[config.mk]
export PLATFORM = sky130hd
export DESIGN_NAME = gb5_ram
export DESIGN_NICKNAME = d
export VERILOG_FILES = /design/src/design/gb5_ram.sv
export SDC_FILE = /design/constraint.sdc
export NUM_CORES = 2
export LEC_CHECK = 0
export BUFFER_PORTS_ARGS = -buffer_cell sky130_fd_sc_hd__buf_2
export CAP_MARGIN = 5
export CELL_PAD_IN_SITES_DETAIL_PLACEMENT = 0
export CELL_PAD_IN_SITES_GLOBAL_PLACEMENT = 1
export CORE_MARGIN = 8
export CORE_UTILIZATION = 41
export CTS_CLUSTER_DIAMETER = 60
export CTS_CLUSTER_SIZE = 28
export DETAILED_ROUTE_END_ITERATION = 16
export PLACE_DENSITY_LB_ADDON = 0.08
export SLEW_MARGIN = 20
export SYNTH_ARGS = -nofsm -noshare
export SYNTH_HDL_FRONTEND = slang
export SYNTH_SLANG_ARGS = --single-unit
export TNS_END_PERCENT = 100
[constraint.sdc]
create_clock -name clk -period 2.5 [get_ports clk]
set_clock_uncertainty 0.2 [all_clocks]
set_input_delay 0.375 -clock clk [delete_from_list [all_inputs] [get_ports clk]]
set_output_delay 0.375 -clock clk [all_outputs]
set_load 0.03 [all_outputs]
[src/design/gb5_ram.sv]
module gb5_ram #(
    parameter int WIDTH = 8,
    parameter int DEPTH = 512
) (
    input  logic                     clk,
    input  logic                     we,
    input  logic [$clog2(DEPTH)-1:0] waddr,
    input  logic [WIDTH-1:0]         wdata,
    input  logic                     re,
    input  logic [$clog2(DEPTH)-1:0] raddr,
    output logic [WIDTH-1:0]         rdata
);
    logic [WIDTH-1:0] mem [DEPTH];

    always_ff @(posedge clk)
    begin
        if (we)
        begin
            mem[waddr] <= wdata;
        end
        if (re)
        begin
            rdata <= mem[raddr];
        end
    end
endmodule

Yosys cells after proc, flatten, opt, wreduce, memory -nomap -nowiden --
Memory sizes are Yosys's and may differ from the RTL's. A register that Yosys moved wholly into a read port is not among the register bits. Cells that the tools add are included.
Word-level totals: bits in read-only memories 0, RAM bits 4096, bits of input ports 29, output and inout port bits 8, bits in latches 0, flip-flop bits (word level) 0, memories 1
Operators by class: bitwise gates (word level) 0, $lt $le $gt $ge 0, shift operators 0, multipliers 0, equal/unequal tests 0, reductions and logical operators 0, div/mod/pow operators 0, add/sub/neg operators 0, multiplexer cells 2
Memories:
- mem | words 512, bits a word 8, read ports 1, clocked after Yosys merged registers in 1, wr ports 1, RTL line 13 | logic [WIDTH-1:0] mem [DEPTH];
Operators by type and width (count):
- $mux W1 | 2

Depth between registers and ports, before layout --
depth after elaboration 2, gate-level depth with buffers 12, gate-level depth less buffers 7

Worst setup path after synthesis --
No wires, ideal clock.
path kind in2reg, start input port raddr[0], end register rdata[0], read port of mem, data pin, data arrival time 2.229 ns, stages on the path 10, buffers on the path 4, path slack -0.186 ns, data required time 2.043 ns, path through buf_4 -> buf_12 -> buf_12 -> buf_2 -> mux4_2 -> o21ai_0 -> nand3_1 -> nand4_1 -> o21ai_0 -> o2111a_1
RTL lines:
- from (decl) | RTL line 10 | input logic [$clog2(DEPTH)-1:0] raddr,
- to (decl) | RTL line 11 | output logic [WIDTH-1:0] rdata

==> run_results.csv <==
group,metric,value,unit
timing,holdWs,0.0866,ns
worst_setup_path,required,3.11,ns
worst_setup_path,critPathBufInv,6,
worst_setup_path,slowest_delay,0.60,ns
clocking,clock_latency,0.99,ns
timing,setup_ws,-0.245,ns
placement,dp.cells,14500,
global_routing,grt_pass1_vias,87000,
clocking,clk_pin_slew,0.08,ns
placement,dp_hpwl,320000,um
global_routing,antenna_found_initial,32,
synthesis,synth_compound_area_frac,0.0431,
synthesis,synthMuxAreaShare,0.142,
drt,drc_errors,0,
floorplanning,fp-row-count,229,
worst_setup_path,crit_top_cell,"buf_12",
worst_setup_path,endpoint_kind,"flip-flop",
worst_setup_path,r2r_slack,-0.19,ns
drt,via_count,85200,
drt,routed_wl,477000,um
synthesis,ys.flop_type,"edfxtp_1",
drt,ant_nets,0,
cells_and_area,drive_gt1_frac,0.327,
run_status,violations,"setup timing",
min_path,hold_depth,5,
synthesis,syn_inst,8030,
timing,finalCritPeriodShare,1.10,
global_routing,overflow,0,
run_status,status,"finished, violations left",
synthesis,synth-xor-area-share,0,
synthesis,synth-simple-area-share,0.0263,
clocking,cts_buffers,350,
drt,drtIter0Drc,7835,
timing,tns,-0.998,ns
timing,rsz0062_at_grt,"yes",
synthesis,synth_top_family_by_area,"multiplexers",
min_path,min_path_type,"in -> reg",
min_path,min_to,"mem[154][7]$_DFFE_PP_",
job,drv_cap,0,
synthesis,syn_nets,8059,
clocking,numClockSinks,4104,
cells_and_area,final_cell_mix,"edfxtp_1 (4104), buf_4 (1466), mux2i_1 (791), mux4_2 (654), nor2_1 (591)",
worst_setup_path,crit_path_cell_trace,"buf_8 -> buf_4 -> nand2b_4 -> buf_12 -> buf_12 -> buf_12 -> o221ai_2 -> o22ai_1 -> a22oi_2 -> nand4_1 -> buf_12 -> nand2_8 -> o2111a_1",
timing,hold_violations,0,
synthesis,yosysUniqueCellTypes,50,
power,max-vdd-ir-drop,739,uV
global_routing,grt_start_max_net_pins,102,
power,leakage,64.6,nW
min_path,min_from,"waddr[6]",
floorplanning,io_pins,37,
power,p_per_area,738,mW/mm^2
worst_setup_path,ff2ff_path_depth,7,
cells_and_area,layout_commonest_cell,"edfxtp_1",
cells_and_area,area_delta_synth_final,21.3,%
worst_setup_path,start_kind,"input pin",
clocking,h-tree-depth,5,
timing,max_freq,364,MHz
synthesis,syn_area,0.160,sq mm
timing,worst-slew-pin-transition,0.908,ns
cells_and_area,stdcell_count,15100,
worst_setup_path,crit_slowest_cell,"nand4_1",
synthesis,synth_edf_count,4104,
timing,slew_headroom,0.393,
global_routing,grt_use_total,0.229,
synthesis,ys_seq_area_frac,0.770,
drt,via_per_inst,5.63,
timing,period_needed,2.75,ns
worst_setup_path,cpLargestDelayFamily,"buffers and inverters",
placement,port_buffers,36,
floorplanning,start_util,0.412,
synthesis,synth_adder_area_share,0,
floorplanning,die_w,641,um
synthesis,ys_seq_elements,4104,
clocking,cts_buffer_depth,4,
drt,first_pass_iters,7,
synthesis,synth_area_per_cell,19.9,sq um
synthesis,async_reset_ff_frac,0,
clocking,tritoncts,"built",
worst_setup_path,r2r_end,"rdata[5]$_DFFE_PP_",
worst_setup_path,cp.arrival,3.36,ns
floorplanning,core_area,0.389,sq mm
worst_setup_path,worstSetupPathType,"in -> reg",
worst_setup_path,path_max_fanout,24,
drt,wire_per_inst,31.5,um
floorplanning,die_area,0.411,sq mm
global_routing,grt_pass1_wl,672000,um
synthesis,yosysWarnings,0,
worst_setup_path,worstReg2RegStart,"mem[246][5]$_DFFE_PP_",
timing,setup_viol,10,
timing,slew_viol_final,0,
clocking,clockRootBuffer,"clkbuf_16",
placement,gpl.final_weighted_congestion,0.830,
cells_and_area,nets,9668,
floorplanning,die_y,641,um
==> cell type report <==
type	count	area [sq um]
fill	31900	195000
sequential	4104	123000
multi-input combinational	3410	35300
timing repair buffer	1770	16500
clock buffer	366	8970
tap	5197	6500
clock inverter	281	3490
antenna	9	22.5
inverter	3	20.0
==> where the power goes <==
part / internal [W] / total [W] / switching [W]
Combinational: 0.00346 / 0.00891 / 0.00545
Clock: 0.0296 / 0.0586 / 0.0289
Sequential: 0.0757 / 0.0758 / 0.0000867
==> registers in the layout (all words and copies together) (netlist names) <==
signal	cells
mem	4096
rdata	8
==> kinds of logic after synthesis <==
group / Yosys count
DFF: 4104
buffers and inverters: 516
and+or+nand+nor: 980
AOI/OAI and AO/OA: 979
muxes: 1451
==> worst max path at each step <==
stage                                      from                 end  slack (ns)  depth (start not counted)
after floorplan                        raddr[0]  rdata[0]$_DFFE_PP_       -0.06                          8
after global placement                 raddr[1]  rdata[3]$_DFFE_PP_       -1.97                         14
after detailed placement               raddr[1]  rdata[6]$_DFFE_PP_       -1.65                         13
after CTS                 mem[255][5]$_DFFE_PP_  rdata[5]$_DFFE_PP_       -0.24                          7
after global routing      mem[442][4]$_DFFE_PP_  rdata[4]$_DFFE_PP_       -0.25                         10
final                                  raddr[1]  rdata[5]$_DFFE_PP_       -0.25                         13
==> per-layer routing <==
metal / vias to the layer above / track usage / wire length, um
met2: 2336 / 0.382 / 233000
met1: 45600 / 0.324 / 209000
met5: - / 0 / 0
met3: 451 / 0.0316 / 25000
li1: 36800 / - / -
met4: 0 / 0.0450 / 10200
==> cells in the mapped netlist, types with 36 or more instances <==
cell type	instances	area share
a21oi_1	194	0.0061
a22oi_1	61	0.0029
buf_1	41	0.00096
buf_2	57	0.0018
buf_4	70	0.0033
buf_6	64	0.0045
clkbuf_1	265	0.0062
edfxtp_1	4104	0.77
mux2i_1	797	0.050
mux4_2	654	0.092
nand2_1	111	0.0026
nand3_1	36	0.0011
nor2_1	597	0.014
nor3_1	109	0.0034
nor4_1	36	0.0014
o21ai_0	118	0.0037
o221ai_1	371	0.020
o22ai_1	163	0.0064
==> stage by stage <==
stage | area (sq um) | power (W) | setup slack, ns | util
2_1_floorplan | 160000 | 0.0810 | -0.0649 | -
3_3_place_gp | 180000 | 0.0860 | -1.97 | 0.463
3_5_place_dp | 180000 | 0.0861 | -1.65 | 0.464
4_1_cts | 194000 | 0.145 | -0.236 | 0.498
5_1_grt | 194000 | 0.147 | -0.247 | 0.499
6_report | 194000 | 0.143 | -0.245 | 0.499
==> tightest hold or removal path, stage by stage <==
cell	delay, ns
buf_2	0.15
nor3b_1	0.09
buf_4	0.15
nand2_1	0.08
nor2_1	0.19
==> timing repair <==
action,4_1_cts,5_1_grt
endpoints found under the hold margin,2716,0
endpoints found under the setup margin,12,11
pin swaps,54,36
hold buffers,10,0
resized for setup,201,66
setup buffers,1,5
cloned,0,0
No activity file was read; power rests on OpenSTA's default activity.
