<file path="src/design/gb5_pkg.sv">
package gb5_pkg;

    localparam int DEFAULT_MAX_WIDTH = 512;

    localparam int PIX_W          = 8;
    localparam int ROW_W          = 12;
    localparam int OUT_COL_W      = 9;
    localparam int LINE_WIDTH_W   = 10;
    localparam int FRAME_HEIGHT_W = 13;
    localparam int CFG_DATA_W     = 13;
    localparam int CFG_IDX_W      = 1;

    localparam logic [CFG_IDX_W-1:0] REG_LINE_WIDTH   = 1'd0;
    localparam logic [CFG_IDX_W-1:0] REG_FRAME_HEIGHT = 1'd1;

    localparam int LINE_WIDTH_RST   = 512;
    localparam int FRAME_HEIGHT_RST = 512;
    localparam int MAX_HEIGHT       = 4096;
    localparam int MIN_SIZE         = 5;

    localparam int LINES  = 4;
    localparam int TAPS   = 5;
    localparam int WORD_W = LINES * PIX_W;
    localparam int HSUM_W = 12;
    localparam int VSUM_W = 16;

    localparam logic [TAPS-1:0][2:0] BINOM = {3'd1, 3'd4, 3'd6, 3'd4, 3'd1};

    typedef struct packed {
        logic                 emit;
        logic [ROW_W-1:0]     row_out;
        logic [OUT_COL_W-1:0] col_out;
        logic                 last;
    } gb5_meta_t;

    // 1-4-6-4-1 weighted sum of five taps
    function automatic logic [VSUM_W-1:0] binom_sum(input logic [TAPS-1:0][HSUM_W-1:0] x);
        logic [VSUM_W-1:0] acc;
        acc = '0;
        for (int i = 0; i < TAPS; i++)
        begin
            acc = acc + VSUM_W'(x[i]) * VSUM_W'(BINOM[i]);
        end
        return acc;
    endfunction

endpackage

</file>
<file path="src/design/gb5_kernel.sv">
module gb5_kernel (
    input  logic                                            clk,
    input  logic                                            rst_n,
    input  logic                                            shift_en,
    input  logic [gb5_pkg::TAPS-1:0][gb5_pkg::PIX_W-1:0]    column_in,
    input  logic                                            hsum_en,
    output logic [gb5_pkg::PIX_W-1:0]                       blur
);
    import gb5_pkg::*;

    logic [PIX_W-1:0]  win_reg  [TAPS][TAPS];
    logic [HSUM_W-1:0] hsum_reg [TAPS];
    logic [HSUM_W-1:0] hsum_next [TAPS];

    logic [TAPS-1:0][HSUM_W-1:0] vtaps;
    logic [VSUM_W-1:0]           vsum;

    // window shifts left, newest column enters on the right
    always_ff @(posedge clk or negedge rst_n)
    begin
        if (!rst_n)
        begin
            for (int r = 0; r < TAPS; r++)
            begin
                for (int c = 0; c < TAPS; c++)
                begin
                    win_reg[r][c] <= '0;
                end
            end
        end
        else if (shift_en)
        begin
            for (int r = 0; r < TAPS; r++)
            begin
                for (int c = 0; c < TAPS - 1; c++)
                begin
                    win_reg[r][c] <= win_reg[r][c+1];
                end
                win_reg[r][TAPS-1] <= column_in[r];
            end
        end
    end

    always_comb
    begin
        logic [TAPS-1:0][HSUM_W-1:0] htaps;
        for (int r = 0; r < TAPS; r++)
        begin
            for (int c = 0; c < TAPS; c++)
            begin
                htaps[c] = HSUM_W'(win_reg[r][c]);
            end
            hsum_next[r] = HSUM_W'(binom_sum(htaps));
        end
    end

    always_ff @(posedge clk)
    begin
        if (hsum_en)
        begin
            for (int r = 0; r < TAPS; r++)
            begin
                hsum_reg[r] <= hsum_next[r];
            end
        end
    end

    always_comb
    begin
        for (int r = 0; r < TAPS; r++)
        begin
            vtaps[r] = hsum_reg[r];
        end
    end

    // kernel total is 256, so the top byte is the result
    assign vsum = binom_sum(vtaps);
    assign blur = vsum[VSUM_W-1 -: PIX_W];
endmodule
</file>
<file path="config.mk">
export PLATFORM = sky130hd
export DESIGN_NAME = gb5_kernel
export DESIGN_NICKNAME = d
export VERILOG_FILES = /design/src/design/gb5_pkg.sv /design/src/design/gb5_kernel.sv
export SDC_FILE = /design/constraint.sdc
export NUM_CORES = 1
export LEC_CHECK = 0
export ABC_AREA = 1
export ABC_CLOCK_PERIOD_IN_PS = 4000
export BUFFER_PORTS_ARGS = -buffer_cell sky130_fd_sc_hd__buf_2
export CORE_MARGIN = 2
export CORE_UTILIZATION = 40
export CTS_CLUSTER_DIAMETER = 60
export DETAILED_ROUTE_END_ITERATION = 16
export HOLD_SLACK_MARGIN = 0.12
export SLEW_MARGIN = 25
export SYNTH_ARGS = -nofsm -noshare
export SYNTH_HDL_FRONTEND = slang
export SYNTH_SLANG_ARGS = --single-unit
</file>
<file path="constraint.sdc">
create_clock -name clk -period 4 [get_ports clk]
set_input_delay 0.4 -clock clk [delete_from_list [all_inputs] [get_ports clk]]
set_output_delay 0.4 -clock clk [all_outputs]
set_load 0.02 [all_outputs]
</file>
# == After elaboration in Yosys (flattened, before gate mapping) ==
# Memories as Yosys holds them, arrays and structs flattened.
# Cells that the tools add are included.
# totals
inputBits,44
register_bits,200
output_inout_bits,8
elab_cells,58
memories,1
ramBits,60
# op_classes
mux,2
multipliers,6
n_addsub,24
# mem_list
memory,words,width,rd,rd_clocked_by_memory_dff,wr,line,text
hsum_reg,5,12,5,0,5,gb5_kernel.sv:12,logic [HSUM_W-1:0] hsum_reg [TAPS];
# op_table
cell,count
$add 11x11->12,5
$add 12x10->12,5
$add 12x8->12,5
$add 8x10->11,5
$mul 8x2->10 const B,5
$add 15x15->16,1
$add 16x12->16,1
$add 16x14->16,1
$add 12x14->15,1
$mul 12x2->14 const B,1
$mux 1,2

# == Logic depth before layout (Yosys ltp) ==
# An unclocked memory read counts as a cell.
# depth
word_depth,5
mapped_depth,22
depth_no_buf,22

# == Worst setup path before layout ==
# Ideal clock, no wire load.
# synth_timing
path_type,flip-flop to output port
start,mem hsum_reg[2][0]
end,out blur[4] (netlist bit)
path_stages_with_launch,20
path_buffers,0
arrival_ns,4.055
path_slack_ns,-0.455
t_required_ns,3.600
path_cell_list,edfxtp_1 -> ha_1 -> inv_1 -> fa_1 -> o21ai_2 -> nand2_1 -> nand2_1 -> xor2_1 -> fa_1 -> fa_1 -> inv_1 -> fa_1 -> inv_1 -> ha_1 -> nand2_1 -> nor2_1 -> nand3_1 -> nand3_1 -> nor2_1 -> nor2_1
# synth_rtl
item,line,text
"start, declared",gb5_kernel.sv:12,
"end, declared",gb5_kernel.sv:7,output logic [gb5_pkg::PIX_W-1:0] blur

==> flow_summary.toml <==
[status]
status = "finished with violations"
violations = "setup timing"

[synth]
ys_warn_count = 0
synthesis.nets = 2053
yosys.cell_types.count = 29
syn_inst = 1717
syn_area_sq_mm = 0.0172
avgSynthCellArea_sq_um = 10.0
yosysSeqAreaShare = 0.395
ys_ff_latch = 260

[finish]
antenna_cells = 0
fin_nets = 2199
drive_gt1_frac = 0.168
mostFrequentLayoutCell = "inv_1"
instances_no_fill = 2435
post-route-util = 0.485
largest_register_ffs = 200
design_area_sq_mm = 0.0208
final_cell_mix = "inv_1 (304), nand2_1 (231), dfrtp_1 (200), fa_1 (152), ha_1 (122)"
syn2layout_area_growth_pct = 20.4

[clock_tree]
cts_buffers = 35
h-tree-depth = 2
numClockSinks = 260
cts_tree = "yes"
cts_root_buf = "clkbuf_16"
clkTransAtPathRegs_ps = 60
clock_latency_ps = 530
clk_path_buf_depth = 3

[floorplanning]
die_w_um = 212
die_area_sq_mm = 0.0448
start_util = 0.403
core_sq_mm = 0.0428
dieHeight_um = 212
io_pins = 52
rows = 76

[global_route]
track_usage = 0.156
overflow = 0
grt_max_degree = 111
first_global_vias = 11700
grt_pass1_wl_um = 56500
antenna_found_initial = 0

[critical_path]
r2r_start = "win_reg[18]"
cp.required_ps = 3600
crit_path_end_kind = "primary output"
cp-start-kind = "flop"
r2r_slack_ps = 200
r2r_cells = 16
critPathMaxFanout = 4
regToRegEndpoint = "hsum_reg[4][10]"
cp.arrival_ps = 4560
crit_type = "flop to primary output"

[sta]
relSlewSlack = 0.517
hold-worst-slack_ps = 145
setup_violations = 8
maxSlewViolCount = 0
finalCritPeriodShare = 1.24
hold_viol_final = 0
finClkSkew_ps = 11.3
fin_crit_ps = 4960
rsz0062_at_grt = "yes"
setup_ws_ps = -959
max_freq_ghz = 0.202
tightest_slew_ps = 725

[place]
io_buffers = 51
hpwlAfterDp_um = 25100
place_inst = 2324
dpl_cell_area_sq_mm = 0.0186
place_congestion = 0.873

[drt]
drt-vias-per-instance = 4.71
vias = 11500
wl_per_cell_um = 13.6
first_pass_iters = 5
ant_nets = 0
drt_iter0_drc = 608
route.detailed.drc = 0
wl_um = 33100

[worst_hold_path]
hold_end = "win_reg[120]"
min_from = "column_in[8]"
hp-class = "input pin to flop"
holdPathStages = 3

[job]
cap_violations = 0
## worst max-delay path by stage
stage,from,to,slack (ps)
floorplan,hsum_reg[2][0],blur[7],-170
global placement,hsum_reg[2][3],blur[7],-430
detailed placement,hsum_reg[2][3],blur[7],-490
CTS,hsum_reg[2][5],blur[4],-980
global route,hsum_reg[2][7],blur[7],-1130
finish,hsum_reg[2][5],blur[7],-960
## cells in the mapped netlist, drive strengths merged
master	number	area (sq um)
edfxtp	60	1800
mux2	40	450
nand2	254	956
nand3	54	270
a211oi	1	7.51
nor2	98	368
a21o	19	143
xor2	45	394
a21oi	128	641
inv	314	1180
dfrtp	200	5000
xnor2	17	149
clkbuf	9	33.8
fa	154	3080
nand4	19	119
a31oi	7	43.8
o211ai	4	30.0
nor3	6	30.0
o21ai	107	558
buf	31	165
a21boi	1	7.51
o21a	7	52.6
ha	138	1730
and2	1	6.26
o21bai	2	15.0
and3	1	6.26
## critical path, stage by stage, from the launching register on
cell      delay, ps
edfxtp_1        470
ha_4            300
nand2_1          60
nand2_1          60
o21bai_2        210
buf_4           140
buf_4           120
nand2_1          50
nand3_1          90
xor2_1          170
fa_1            500
inv_1            50
ha_1            290
ha_1            310
ha_1            400
a21oi_1         220
o21ai_1         130
a21oi_4         150
nand2_1          60
nand2_1          70
nand2_2          60
buf_6           130
## per-stage QoR
stage          TNS, ps  setup slack [ps]
2_1_floorplan     -972              -170
3_3_place_gp     -3030              -430
3_5_place_dp     -3450              -487
4_1_cts          -7510              -982
5_1_grt          -8690             -1130
6_report         -7180              -959
## routing by layer
layer | vias to the layer above | global-route usage | routed length [um]
li1 | 5790 | - | -
met1 | 5518 | 0.216 | 15900
met2 | 129 | 0.253 | 15500
met3 | 36 | 0.0236 | 1050
met4 | 0 | 0.0474 | 574
met5 | - | 0 | 0
## timing repair
item / CTS / global route
hold endpoints to repair: 97 / 0
pin swaps: 55 / 29
resized for setup: 64 / 46
hold buffers: 40 / 0
setup buffers: 6 / 2
endpoints found under the setup margin: 8 / 14
## cells by family after synthesis
kind of cell / count (synthesis) / share of synthesized area
buffers and inverters: 354 / 0.0799
and+or+nand+nor: 433 / 0.102
AOI/OAI and AO/OA: 276 / 0.0869
xor gates and xnor gates: 62 / 0.0315
DFF: 260 / 0.395
adders and majority gates: 292 / 0.279
muxes: 40 / 0.0261
## cell type report
type	count	area, sq um
clock buffers	49	1080
clock inverters	14	138
fillers	3933	22000
inverters	314	1180
multi-input cells	1103	9690
flip-flops and latches	260	6810
well taps	546	683
repair buffers	149	1180
Power is not shown: default switching activity piles up to over one toggle a cycle in this logic, so the estimate is an artifact.
