$ cat config.mk
export PLATFORM = sky130hd
export DESIGN_NAME = gb5_pos
export DESIGN_NICKNAME = d
export VERILOG_FILES = /design/src/design/gb5_pkg.sv /design/src/design/gb5_pos.sv
export SDC_FILE = /design/constraint.sdc
export NUM_CORES = 1
export LEC_CHECK = 0
export ABC_AREA = 1
export BUFFER_PORTS_ARGS = -buffer_cell sky130_fd_sc_hd__buf_4
export CAP_MARGIN = 30
export CELL_PAD_IN_SITES_DETAIL_PLACEMENT = 1
export CELL_PAD_IN_SITES_GLOBAL_PLACEMENT = 2
export CORE_MARGIN = 2
export CORE_UTILIZATION = 29
export DETAILED_ROUTE_END_ITERATION = 7
export PLACE_DENSITY_LB_ADDON = 0.1
export SYNTH_ARGS = -nofsm -noshare
export SYNTH_HDL_FRONTEND = slang
export SYNTH_SLANG_ARGS = --single-unit
export TNS_END_PERCENT = 20
$ cat constraint.sdc
create_clock -name clk -period 2.1 [get_ports clk]
set_input_delay 0.42 -clock clk [delete_from_list [all_inputs] [get_ports clk]]
set_output_delay 0.42 -clock clk [all_outputs]
set_load 0.03 [all_outputs]
$ cat src/design/gb5_pkg.sv
package gb5_pkg;

    localparam int DEFAULT_MAX_WIDTH = 512;

    localparam int PIX_W          = 8;
    localparam int ROW_W          = 12;
    localparam int OUT_COL_W      = 9;
    localparam int LINE_WIDTH_W   = 10;
    localparam int FRAME_HEIGHT_W = 13;
    localparam int CFG_DATA_W     = 13;
    localparam int CFG_IDX_W      = 1;

    localparam logic [CFG_IDX_W-1:0] REG_LINE_WIDTH   = 1'd0;
    localparam logic [CFG_IDX_W-1:0] REG_FRAME_HEIGHT = 1'd1;

    localparam int LINE_WIDTH_RST   = 512;
    localparam int FRAME_HEIGHT_RST = 512;
    localparam int MAX_HEIGHT       = 4096;
    localparam int MIN_SIZE         = 5;

    localparam int LINES  = 4;
    localparam int TAPS   = 5;
    localparam int WORD_W = LINES * PIX_W;
    localparam int HSUM_W = 12;
    localparam int VSUM_W = 16;

    localparam logic [TAPS-1:0][2:0] BINOM = {3'd1, 3'd4, 3'd6, 3'd4, 3'd1};

    typedef struct packed {
        logic                 emit;
        logic [ROW_W-1:0]     row_out;
        logic [OUT_COL_W-1:0] col_out;
        logic                 last;
    } gb5_meta_t;

    // 1-4-6-4-1 weighted sum of five taps
    function automatic logic [VSUM_W-1:0] binom_sum(input logic [TAPS-1:0][HSUM_W-1:0] x);
        logic [VSUM_W-1:0] acc;
        acc = '0;
        for (int i = 0; i < TAPS; i++)
        begin
            acc = acc + VSUM_W'(x[i]) * VSUM_W'(BINOM[i]);
        end
        return acc;
    endfunction

endpackage

$ cat src/design/gb5_pos.sv
module gb5_pos #(
    parameter int MAX_WIDTH = gb5_pkg::DEFAULT_MAX_WIDTH
) (
    input  logic                            clk,
    input  logic                            rst_n,
    input  logic                            cfg_we,
    input  logic [gb5_pkg::CFG_IDX_W-1:0]   cfg_index,
    input  logic [gb5_pkg::CFG_DATA_W-1:0]  cfg_wdata,
    input  logic                            accept,
    input  logic                            frame_start,
    output logic [$clog2(MAX_WIDTH)-1:0]    col,
    output gb5_pkg::gb5_meta_t              meta
);
    import gb5_pkg::*;

    localparam int COL_W = $clog2(MAX_WIDTH);
    localparam int COL_LAST_RST =
        ((LINE_WIDTH_RST < MAX_WIDTH) ? LINE_WIDTH_RST : MAX_WIDTH) - 1;

    logic [COL_W-1:0] col_count_reg, col_count_next;
    logic [ROW_W-1:0] row_count_reg, row_count_next;
    logic [COL_W-1:0] col_last_reg, col_last_next;
    logic [ROW_W-1:0] row_last_reg, row_last_next;

    logic [ROW_W-1:0]          row;
    logic [COL_W-1:0]          col_m2;
    logic                      col_end;
    logic                      row_end;
    logic [LINE_WIDTH_W-1:0]   lw;
    logic [FRAME_HEIGHT_W-1:0] fh;

    assign col     = frame_start ? '0 : col_count_reg;
    assign row     = frame_start ? '0 : row_count_reg;
    assign col_end = col >= col_last_reg;
    assign row_end = row >= row_last_reg;
    assign col_m2  = col - COL_W'(2);

    assign meta.emit    = (row >= ROW_W'(4)) && (col >= COL_W'(4));
    assign meta.row_out = row - ROW_W'(2);
    assign meta.col_out = OUT_COL_W'(col_m2);
    assign meta.last    = row_end && col_end;

    assign lw = cfg_wdata[LINE_WIDTH_W-1:0];
    assign fh = cfg_wdata[FRAME_HEIGHT_W-1:0];

    // registers hold the clamped last column and last row
    always_comb
    begin
        col_last_next = col_last_reg;
        row_last_next = row_last_reg;
        if (cfg_we && cfg_index == REG_LINE_WIDTH)
        begin
            if (lw < LINE_WIDTH_W'(MIN_SIZE))
                col_last_next = COL_W'(MIN_SIZE - 1);
            else if (32'(lw) > 32'(MAX_WIDTH))
                col_last_next = COL_W'(MAX_WIDTH - 1);
            else
                col_last_next = COL_W'(lw - LINE_WIDTH_W'(1));
        end
        if (cfg_we && cfg_index == REG_FRAME_HEIGHT)
        begin
            if (fh < FRAME_HEIGHT_W'(MIN_SIZE))
                row_last_next = ROW_W'(MIN_SIZE - 1);
            else if (fh > FRAME_HEIGHT_W'(MAX_HEIGHT))
                row_last_next = ROW_W'(MAX_HEIGHT - 1);
            else
                row_last_next = ROW_W'(fh - FRAME_HEIGHT_W'(1));
        end
    end

    always_comb
    begin
        col_count_next = col_count_reg;
        row_count_next = row_count_reg;
        if (accept)
        begin
            if (col_end)
            begin
                col_count_next = '0;
                row_count_next = row_end ? '0 : row + ROW_W'(1);
            end
            else
            begin
                col_count_next = col + COL_W'(1);
                row_count_next = row;
            end
        end
    end

    always_ff @(posedge clk or negedge rst_n)
    begin
        if (!rst_n)
        begin
            col_count_reg <= '0;
            row_count_reg <= '0;
            col_last_reg  <= COL_W'(COL_LAST_RST);
            row_last_reg  <= ROW_W'(FRAME_HEIGHT_RST - 1);
        end
        else
        begin
            col_count_reg <= col_count_next;
            row_count_reg <= row_count_next;
            col_last_reg  <= col_last_next;
            row_last_reg  <= row_last_next;
        end
    end

    a_last_wraps: assert property (@(posedge clk) disable iff (!rst_n)
        accept && meta.last |=> col_count_reg == '0 && row_count_reg == '0)
        else $error("counters did not wrap after last pixel of frame");

    a_width_clamp: assert property (@(posedge clk) disable iff (!rst_n)
        cfg_we && cfg_index == REG_LINE_WIDTH |=> col_last_reg >= COL_W'(MIN_SIZE - 1))
        else $error("line width clamp below minimum");
endmodule

After elaboration in Yosys (flattened, before gate mapping)

Cells that the tools add are included.

Bits in read-only memories: 0
Output and inout bits: 32
RAM bits: 0
Bits in latches: 0
Memories kept: 0
Register bits: 42
Bits of input ports: 19
Word-level logic and storage cells: 32

Muxes and demuxes: 9
Equality and inequality tests: 0
Reductions and logical operators: 4
$add $sub $neg: 6
Shift-type cells: 0
Multiply operators: 0
Order comparisons: 8
Bitwise gates (word level): 1
Divide/modulo/power cells: 0

Operators with widths:

| kind                                                                    | number |
|---|---|
| 12-bit 2-to-1 mux                                                       | 5 |
| 9-bit 2-to-1 mux                                                        | 4 |
| 13-bit greater-than comparator (second input constant)                  | 1 |
| 13-bit by 3-bit < comparator with 1-bit output (second input constant)  | 1 |
| 12-bit by 1-bit adder with 12-bit output (second input constant)        | 1 |
| 12-bit >= comparator                                                    | 1 |
| 12-bit by 3-bit >= comparator with 1-bit output (second input constant) | 1 |
| 12-bit by 1-bit subtractor with 12-bit output (second input constant)   | 1 |
| 12-bit by 2-bit subtractor with 12-bit output (second input constant)   | 1 |
| 10-bit greater-than comparator (second input constant)                  | 1 |
| 10-bit by 3-bit < comparator with 1-bit output (second input constant)  | 1 |
| 9-bit by 1-bit adder with 9-bit output (second input constant)          | 1 |
| 9-bit by 3-bit >= comparator with 1-bit output (second input constant)  | 1 |
| 9-bit >= comparator                                                     | 1 |
| 9-bit by 1-bit subtractor with 9-bit output (second input constant)     | 1 |
| 9-bit by 2-bit subtractor with 9-bit output (second input constant)     | 1 |
| 1-bit logical AND                                                       | 4 |
| 1-bit NOT                                                               | 1 |

Longest topological paths before layout

Gate-level depths: netlist of the first run.

Depth in word-level cells: 4
Gate-level depth with buffers: 17
Mapped depth without buffers: 15

Worst setup path after synthesis of the first run

OpenSTA, ideal clock, no wires.

Path type: in2out
Start point: in frame_start
End point: out meta[8] (netlist bit)
Stages on the path: 7
Setup slack: -835 ps
Buffers on the path: 1
Arrival: 2,515 ps
Data required time: 1,680 ps
Cells stage by stage: buf_4 -> nor2_1 -> inv_1 -> ha_1 -> nand2_1 -> nor3_1 -> xor2_1

RTL lines:

| what        | line          | source |
|---|---|---|
| from (decl) | gb5_pos.sv:10 | `input logic frame_start,` |
| to (decl)   | gb5_pos.sv:12 | `output gb5_pkg::gb5_meta_t meta` |

==> flow_metrics.py, run 1 <==
metrics = {
    "placement": {
        "post-place-ws_ns": -0.387,
        "portBuffers": 50,
        "routabilityCongestion": 0.827,
        "placedCellCount": 765,
        "place_hpwl_um": 9830,
    },
    "sta": {
        "worst_pin_slew_ns": 0.573,
        "timing.final.crit_share_pct": 111,
        "hold_viol": 0,
        "fmax_mhz": 431,
        "setup_viol": 15,
        "relSlewSlack_pct": 61.8,
        "rsz0062_at_grt": "true",
        "setup_ws_ns": -0.223,
        "maxSlewViolCount": 0,
        "skew_ns": 0.0141,
        "finalCriticalPeriod_ns": 2.32,
        "tns_ns": -1.33,
    },
    "worst_setup_path": {
        "r2r_end": "row_count_reg[10]$_DFFE_PN0P_",
        "required_ns": 1.68,
        "max_stage_delay_ns": 0.54,
        "crit_type": "reg2out",
        "rrSetupSlack_ns": 0.06,
        "crit_fanout": 2,
        "arrival_ns": 1.90,
        "rr_worst_depth": 16,
        "path_cells": "inv_4 > ha_4 > nand2_2 > nand2_1 > nand4_1 > nand2_1 > a21oi_2 > nand2_2 > nand2_4 > clkinvlp_4 > buf_6",
        "setup.worst_path.start": "row_last_reg[5]$_DFFE_PN1P_",
        "cp_slowest_cell": "dfstp_2",
        "cp-start-kind": "register",
        "endpoint_kind": "primary output",
        "r2r-start": "row_count_reg[1]$_DFFE_PN0P_",
    },
    "detailed_routing": {
        "avgViaCountPerCell": 4.72,
        "wirelength_um": 13000,
        "drcViolationCount": 0,
        "dr_total_vias": 3745,
        "antenna_left": 0,
        "drt_iter0_drc": 83,
        "drt-wirelength-per-cell_um": 16.4,
        "firstDrtPassIters": 4,
    },
    "power_and_ir_drop": {
        "p_clk_share_pct": 34.9,
        "peakVddDrop_uv": 397,
        "p_comb_share_pct": 29.6,
        "internal_power_mw": 1.80,
        "leakagePower_nw": 2.84,
        "power_density_nw_per_um2": 463,
        "p_seq_share_pct": 35.5,
        "p_sw_mw": 0.835,
        "p_sw_share_pct": 31.7,
    },
    "global_routing": {
        "grt_antenna_before_repair": 0,
        "grt_pass1_wl_um": 20800,
        "grt-ovfl-total": 0,
        "grt_pass1_vias": 4005,
        "grt_max_degree": 43,
        "grt.total_usage_pct": 20.8,
    },
    "finish": {
        "diodes": 0,
        "mostFrequentLayoutCell": "buf_4",
        "regArea_um2": 1070,
        "multi_input_area_um2": 2630,
        "mostFrequentLayoutCells": "buf_4 (115), nand2_1 (99), inv_1 (62)",
        "fin_cells": 793,
        "drive_above_1_share_pct": 47.2,
        "num-fill-cells": 1481,
        "nets": 694,
        "synthToLayoutAreaGrowth_pct": 62.5,
    },
    "clocking": {
        "cts_buffers": 5,
        "postCtsHoldBufs": 0,
        "htree_levels": 2,
        "clk_latency_ns": 0.30,
        "root_buffer": "clkbuf_16",
        "path_clk_slew_ns": 0.07,
        "cts_tree": "done",
        "cts_max_path_buffers": 2,
        "clock-sinks": 42,
    },
    "logic_synthesis": {
        "yosysUniqueCellTypes": 33,
        "syn_area_per_cell_um2": 6.98,
        "netlist_area_um2": 3500,
        "ys_top_cells_by_area": "dfrtp_1 (17%), dfstp_2 (14%), nand2_1 (12%)",
        "synth_top_area_share_pct": 17.1,
        "synth_area_leader_cell": "dfrtp_1",
        "yosysWarnings": 0,
        "seq_area_frac_synth_pct": 30.6,
        "syn_inst": 502,
        "synth-seq-cells": 42,
        "synth_nets": 551,
    },
    "die": {
        "rows": 40,
        "die_area_um2": 13000,
        "initial_core_util_pct": 29.4,
        "dieWidth_um": 114,
        "die-height_um": 114,
        "floorplan.io_pins": 51,
        "core-area_um2": 11900,
    },
    "outcome": {
        "status": "complete, but fails checks",
        "violations": "negative setup slack",
    },
    "run": {
        "max_cap_viol_count": 0,
    },
    "worst_hold_path": {
        "hp-class": "in2async",
    },
}
## critical path: cells and delay by family (launching register included)
family,cells,cell delay (ns)
flip-flops,1,0.54
buffers and inverters,3,0.26
AND/OR/NAND/NOR,6,0.44
adder cells (fa/ha/maj),1,0.23
AO/OA/AOI/OAI,1,0.16
## synth_stat cells
master    count
xor2_1       20
nand2_2       3
ha_1         30
inv_1        90
nand3b_1      1
a32oi_1       2
and2_1        1
nand3_1      31
inv_2         6
buf_4         2
o21ai_1       3
xnor2_1       8
a22oi_1       1
dfstp_2      18
buf_12        1
o22ai_1       5
nor3_1        5
dfrtp_1      24
buf_6         1
a21oi_1      11
nor3_2        2
nor2_2        6
nor4_1        3
nor2_1       49
clkbuf_1      4
nand2_4       4
nand3_2       2
nand4_1       5
buf_2         3
o21ai_0      43
a21o_1        1
nand2_1     115
nor2_4        2
## how the worst max path moves through the flow
| stage | endpoint | slack, ns | depth (start not counted) |
|---|---|---|---|
| 3_3_place_gp | meta[0] | -0.35 | 15 |
| 3_5_place_dp | meta[0] | -0.39 | 15 |
| 5_1_grt | meta[0] | -0.31 | 12 |
| 4_1_cts | meta[21] | -0.25 | 9 |
| 2_1_floorplan | meta[0] | -0.16 | 9 |
| 6_report | meta[0] | -0.22 | 11 |
## area by class of cell
class	instances	share of cell area, %
Clock buffer	6	2.26
Clock inverter	2	0.638
Inverter	96	6.77
Multi-Input combinational cell	353	46.3
Sequential cell	42	18.9
Tap cell	147	3.23
Timing Repair Buffer	147	22.0
## stage by stage
| stage | power [mW] | hold WS, ns | utilization (%) | instance area (um2) |
|---|---|---|---|---|
| after floorplan | 1.31 | 0.124 | - | 3730 |
| after global placement | 1.55 | 0.458 | 40.3 | 4810 |
| after detailed placement | 1.57 | 0.458 | 40.3 | 4810 |
| final | 2.63 | 0.109 | 47.8 | 5690 |
| after CTS | 2.57 | 0.135 | 45.3 | 5390 |
| after global routing | 2.77 | 0.152 | 47.8 | 5690 |
## kinds of logic (layout without fill, tap and decap cells)
| group | count (synthesis) | after routing | share of synthesized area, % |
|---|---|---|---|
| AND/OR/NAND/NOR | 229 | 229 | 29.2 |
| XOR/XNOR | 28 | 28 | 7.00 |
| adder cells (fa/ha/maj) | 30 | 30 | 10.7 |
| flip-flops | 42 | 42 | 30.6 |
| buffers and inverters | 107 | 251 | 12.5 |
| AO/OA/AOI/OAI | 66 | 66 | 9.96 |
## power by group through the flow
stage,clock network [mW],registers (mW),logic (mW)
2_1_floorplan,0,0.934,0.378
3_3_place_gp,0,0.939,0.615
3_5_place_dp,0,0.943,0.631
4_1_cts,0.943,0.933,0.698
5_1_grt,0.969,0.943,0.855
6_report,0.919,0.935,0.779
## what timing repair did
action                                  in CTS  in global routing
setup buffers                               13                  8
endpoints found under the setup margin      27                 36
pin swaps                                   30                 33
gates resized for setup                     73                 69
## layer usage
layer  global-route usage (%)  vias to the layer above  wire (um)
li1                         -                     1845          -
met1                     26.5                     1829       5860
met2                     36.3                       51       6530
met3                     3.24                       20        324
met4                     6.67                        0        321
met5                        0                        -          0
Note: power is estimated with default switching activity, not from simulation.
==> run 2: changes to the inputs <==
--- a/config.mk
+++ b/config.mk
@@ -17,4 +17,4 @@
 export SYNTH_ARGS = -nofsm -noshare
 export SYNTH_HDL_FRONTEND = slang
 export SYNTH_SLANG_ARGS = --single-unit
-export TNS_END_PERCENT = 20
+export TNS_END_PERCENT = 100
==> run 2 against run 1 <==
Compared with the run above:
- cell count up 0.88%
- worst hold slack better by 0.017 ns
- largest power group unchanged
- the run still ends with negative setup slack left
- critical path depth unchanged
- first-iteration DRC count up 45%
- critical path type unchanged
- critical endpoint unchanged
- maximum frequency down 3.9%
- combinational power down 1%
- worst setup slack worse by 0.093 ns
- register-to-register slack worse by 0.13 ns
- sequential power about the same
- non-clock buffer count up 7
==> flow_metrics.py, run 2 (synthesis gave the netlist of run 1 again) <==
metrics = {
    "outcome": {
        "status": "complete, but fails checks",
        "violations": "negative setup slack",
    },
    "worst_setup_path": {
        "cp-start-kind": "register",
        "required_ns": 1.68,
        "endpoint_kind": "primary output",
        "crit_type": "reg2out",
        "arrival_ns": 2.00,
        "crit_fanout": 2,
    },
    "finish": {
        "mostFrequentLayoutCell": "buf_4",
        "nets": 701,
        "final_util_pct": 48.8,
        "mostFrequentLayoutCells": "buf_4 (114), nand2_1 (88), inv_1 (65)",
        "drive_above_1_share_pct": 49.6,
        "diodes": 0,
        "synthToLayoutAreaGrowth_pct": 65.9,
    },
    "die": {
        "dieWidth_um": 114,
        "die-height_um": 114,
        "rows": 40,
        "core-area_um2": 11900,
        "floorplan.io_pins": 51,
        "initial_core_util_pct": 29.4,
        "die_area_um2": 13000,
    },
    "clocking": {
        "cts_tree": "done",
        "cts_buffers": 5,
        "clk_latency_ns": 0.29,
        "clock-sinks": 42,
        "htree_levels": 2,
        "path_clk_slew_ns": 0.06,
        "postCtsHoldBufs": 0,
        "root_buffer": "clkbuf_16",
        "cts_max_path_buffers": 2,
    },
    "worst_hold_path": {
        "hp-class": "in2async",
    },
    "global_routing": {
        "grt-ovfl-total": 0,
        "grt.total_usage_pct": 20.1,
        "grt_antenna_before_repair": 0,
        "grt_pass1_vias": 3892,
        "grt_pass1_wl_um": 20400,
        "grt_max_degree": 43,
    },
    "power_and_ir_drop": {
        "peakVddDrop_uv": 253,
        "leakagePower_nw": 2.92,
        "power_density_nw_per_um2": 429,
    },
    "detailed_routing": {
        "drt-wirelength-per-cell_um": 16.3,
        "drcViolationCount": 0,
        "antenna_left": 0,
        "avgViaCountPerCell": 4.72,
        "dr_total_vias": 3779,
        "firstDrtPassIters": 4,
        "wirelength_um": 13000,
        "drt_iter0_drc": 120,
    },
    "sta": {
        "relSlewSlack_pct": 59.9,
        "hold_viol": 0,
        "setup_ws_ns": -0.316,
        "timing.final.crit_share_pct": 115,
        "worst_pin_slew_ns": 0.602,
        "rsz0062_at_grt": "true",
        "maxSlewViolCount": 0,
        "finalCriticalPeriod_ns": 2.42,
        "fmax_mhz": 414,
        "setup_viol": 17,
        "skew_ns": 0.00786,
    },
    "placement": {
        "post-place-ws_ns": -0.409,
        "place_hpwl_um": 9510,
        "routabilityCongestion": 0.853,
        "portBuffers": 50,
    },
    "run": {
        "max_cap_viol_count": 0,
    },
}
-- run 2: changes by cell type in the layout (fill, tap and decap cells not counted), moves of 3 or more --
| cell | before | now |
|---|---|---|
| nand3_1 | 27 | 23 |
| nand3_2 | 4 | 8 |
| ha_1 | 12 | 16 |
| nor2_1 | 28 | 25 |
| nand2_1 | 99 | 88 |
| inv_2 | 27 | 24 |
| nand2_2 | 13 | 21 |
| buf_6 | 29 | 34 |
| ha_4 | 17 | 14 |
| inv_1 | 62 | 65 |
| nand2_4 | 9 | 13 |
-- run 2: repair_timing --
action                                  in CTS  in global routing
gates cloned                                 0                  2
endpoints found under the setup margin      22                 29
setup buffers                               17                 19
pin swaps                                   31                 42
endpoints found under the hold margin        0                  0
gates resized for setup                     80                 89
-- run 2: through the flow --
| step | total power, mW | area [um2] | cells | TNS [ns] | hold slack (ns) |
|---|---|---|---|---|---|
| final | 2.49 | 5810 | 800 | -1.25 | 0.126 |
| after global routing | 2.62 | 5810 | 800 | -3.23 | 0.161 |
| after CTS | 2.43 | 5310 | 783 | -1.32 | 0.150 |
| after detailed placement | 1.57 | 4740 | 758 | -7.18 | 0.468 |
| after global placement | 1.55 | 4740 | 758 | -6.11 | 0.456 |
| after floorplan | 1.31 | 3750 | 502 | -0.478 | 0.124 |
-- run 2: final timing paths --
path                            slack (ns)                   startpoint  cells after the start                            to
worst max register to register       -0.07  col_last_reg[8]$_DFFE_PN1P_                     12  row_count_reg[8]$_DFFE_PN0P_
worst min-delay path                  0.13                        rst_n                      1  col_count_reg[6]$_DFFE_PN0P_
max in group asynchronous             1.55                        rst_n                      1   row_last_reg[9]$_DFFE_PN0P_
min in group clk                      0.42                    cfg_index                      4   col_last_reg[2]$_DFFE_PN1P_
worst min register to register        0.48  col_last_reg[0]$_DFFE_PN1P_                      2   col_last_reg[0]$_DFFE_PN1P_
worst max-delay path                 -0.32  row_last_reg[4]$_DFFE_PN1P_                     11                       meta[0]
-- run 2: per-layer routing --
metal	up-vias	share of wire [%]	GRT usage, %
li1	1864	-	-
met1	1859	46	27.7
met2	43	50	33.7
met3	13	2.0	2.50
met4	0	1.4	4.47
met5	-	0	0
-- run 2: final cells by class --
| cell class | count | area (um2) |
|---|---|---|
| fill | 1427 | 6100 |
| multi-input combinational | 353 | 2660 |
| timing repair buffer | 154 | 1360 |
| sequential | 42 | 1070 |
| inverter | 96 | 388 |
| tap | 147 | 184 |
| clock buffer | 7 | 133 |
| clock inverter | 1 | 7.51 |
-- run 2: critical path: stages, from the launching register on --
cell and delay, ns:
dfstp_2 0.51, inv_1 0.07, ha_1 0.22, nand2_1 0.06
nand2_1 0.05, nand4_1 0.11, nand2_1 0.10, a21oi_2 0.18
nand2_2 0.09, nand2_4 0.09, clkinvlp_4 0.08, buf_6 0.13
-- run 2: report_power, final --
part	internal (mW)	leakage (nW)	total, mW	switching, mW
sequential	0.906	0.514	0.935	0.0283
clock	0.443	0.0641	0.788	0.345
combinational	0.326	2.34	0.771	0.445
total	1.68	2.92	2.49	0.819
==> run 3: changes to the inputs <==
==> constraint.sdc (replaced) <==
create_clock -name clk -period 2 [get_ports clk]
set_input_delay 0.4 -clock clk [delete_from_list [all_inputs] [get_ports clk]]
set_output_delay 0.4 -clock clk [all_outputs]
set_load 0.03 [all_outputs]
==> run 3 against run 2 <==
Compared with the run above:
- worst hold slack lost 0.038 ns
- highest routed layer unchanged
- flip-flop and latch count is the same
- critical path type unchanged
- sequential power grew 5.3%
- the run still ends with negative setup slack left
- core utilization grew 3.6 points
- non-clock buffer count grew 23
- clock power grew 3.6%
- critical endpoint unchanged
- count of clock-buffer cells in the layout shrank 2
- power grew 8.4%
==> flow_metrics.py, run 3 (synthesis gave the netlist of run 1 again) <==
metrics = {
    "clocking": {
        "cts_buffers": 5,
        "path_clk_slew_ns": 0.07,
        "cts_max_path_buffers": 2,
        "clock-sinks": 42,
        "htree_levels": 2,
        "root_buffer": "clkbuf_16",
        "clk_latency_ns": 0.29,
        "cts_tree": "done",
    },
    "placement": {
        "placedCellCount": 772,
        "portBuffers": 50,
        "routabilityCongestion": 0.829,
        "place_area_um2": 4880,
        "place_hpwl_um": 9780,
    },
    "outcome": {
        "violations": "negative setup slack",
        "status": "complete, but fails checks",
    },
    "detailed_routing": {
        "drt_iter0_drc": 93,
        "drcViolationCount": 0,
        "antenna_left": 0,
        "avgViaCountPerCell": 4.71,
        "wirelength_um": 13800,
        "firstDrtPassIters": 4,
        "dr_total_vias": 3877,
        "drt-wirelength-per-cell_um": 16.7,
    },
    "global_routing": {
        "grt_pass1_wl_um": 21500,
        "grt_pass1_vias": 4209,
        "grt_max_degree": 43,
        "grt.total_usage_pct": 21.3,
        "grt-ovfl-total": 0,
        "grt_antenna_before_repair": 0,
    },
    "worst_setup_path": {
        "critPathBufInv": 2,
        "endpoint_kind": "primary output",
        "r2r-start": "col_last_reg[8]$_DFFE_PN1P_",
        "r2r_end": "row_count_reg[1]$_DFFE_PN0P_",
        "cp_top_family": "flip-flops",
        "crit_fanout": 2,
        "rrSetupSlack_ns": -0.21,
        "max_stage_delay_ns": 0.57,
        "crit_type": "reg2out",
        "cp-start-kind": "register",
        "arrival_ns": 1.92,
        "path_cells": "ha_4 > o21ai_2 > nand2_1 > nand2_1 > nand2_1 > nand2_1 > nand2_1 > nand2_2 > nand2_2 > nand2_4 > clkinvlp_4 > buf_6",
        "required_ns": 1.60,
        "cp_slowest_cell": "dfstp_2",
        "cpMostUsedCell": "nand2_1",
        "rr_worst_depth": 13,
    },
    "finish": {
        "synthToLayoutAreaGrowth_pct": 78.1,
        "final_util_pct": 52.4,
        "mostFrequentLayoutCell": "buf_4",
        "mostFrequentLayoutCells": "buf_4 (125), nand2_1 (81), inv_1 (58)",
        "diodes": 0,
        "drive_above_1_share_pct": 55.0,
        "nets": 724,
        "fin_cells": 823,
        "final_area_um2": 6240,
    },
    "die": {
        "rows": 40,
        "initial_core_util_pct": 29.4,
        "die-height_um": 114,
        "core-area_um2": 11900,
        "floorplan.io_pins": 51,
        "dieWidth_um": 114,
        "die_area_um2": 13000,
    },
    "sta": {
        "rsz0062_at_grt": "true",
        "tns_ns": -5.02,
        "timing.final.crit_share_pct": 116,
        "worst_pin_slew_ns": 0.577,
        "setup_ws_ns": -0.324,
        "relSlewSlack_pct": 61.5,
        "fmax_mhz": 430,
        "skew_ns": 0.00856,
        "finalCriticalPeriod_ns": 2.32,
        "setup_viol": 37,
        "hold_viol": 0,
        "fin_hold_ws_ns": 0.0879,
        "maxSlewViolCount": 0,
    },
    "power_and_ir_drop": {
        "peakVddDrop_uv": 289,
        "leakagePower_nw": 3.13,
        "power_density_nw_per_um2": 433,
    },
    "worst_hold_path": {
        "hp-class": "in2async",
    },
    "run": {
        "max_cap_viol_count": 0,
    },
}
run 3: cell types whose count changed in the layout (fill, tap and decap cells not counted), sizes merged:
cell,before,now
clkbuf,8,7
buf,153,175
clkinv,0,2
run 3: layer usage:
metal / GRT usage (%) / wire length (um) / up-vias
li1: - / - / 1913
met1: 28.1 / 6120 / 1879
met2: 36.4 / 6970 / 66
met3: 2.44 / 389 / 19
met4: 6.75 / 272 / 0
met5: 0 / 0 / -
run 3: where the power goes:
group	switching, mW	internal, mW
Clock	0.359	0.457
Sequential	0.0332	0.952
Combinational	0.498	0.404
run 3: stage by stage:
step,power [mW],worst slack [ns]
finish,2.70,-0.324
CTS,2.65,-0.329
global placement,1.67,-0.439
detailed placement,1.69,-0.461
global route,2.84,-0.504
floorplan,1.38,-0.222
run 3: repair_timing:
action / CTS / global route
gates resized for setup: 116 / 106
buffers inserted: 28 / 21
pin swaps: 46 / 60
hold buffers: 0 / 0
setup endpoints to repair: 29 / 38
gates cloned: 1 / 2
run 3: worst max-delay path by stage:
| stage | to | slack, ns | from | cells after the start |
|---|---|---|---|---|
| 2_1_floorplan | meta[0] | -0.22 | frame_start | 9 |
| 3_3_place_gp | meta[0] | -0.44 | frame_start | 12 |
| 3_5_place_dp | meta[0] | -0.46 | frame_start | 12 |
| 4_1_cts | meta[0] | -0.33 | row_last_reg[8]$_DFFE_PN1P_ | 11 |
| 5_1_grt | meta[0] | -0.50 | row_last_reg[0]$_DFFE_PN1P_ | 12 |
| 6_report | meta[0] | -0.32 | row_last_reg[0]$_DFFE_PN1P_ | 12 |
run 3: layout make-up:
class / instances / area, um2
Fill cell: 1417 / 5670
Tap cell: 147 / 184
Sequential cell: 42 / 1070
Clock inverter: 3 / 16.3
Multi-Input combinational cell: 353 / 2830
Inverter: 96 / 395
Clock buffer: 5 / 125
Timing Repair Buffer: 177 / 1610
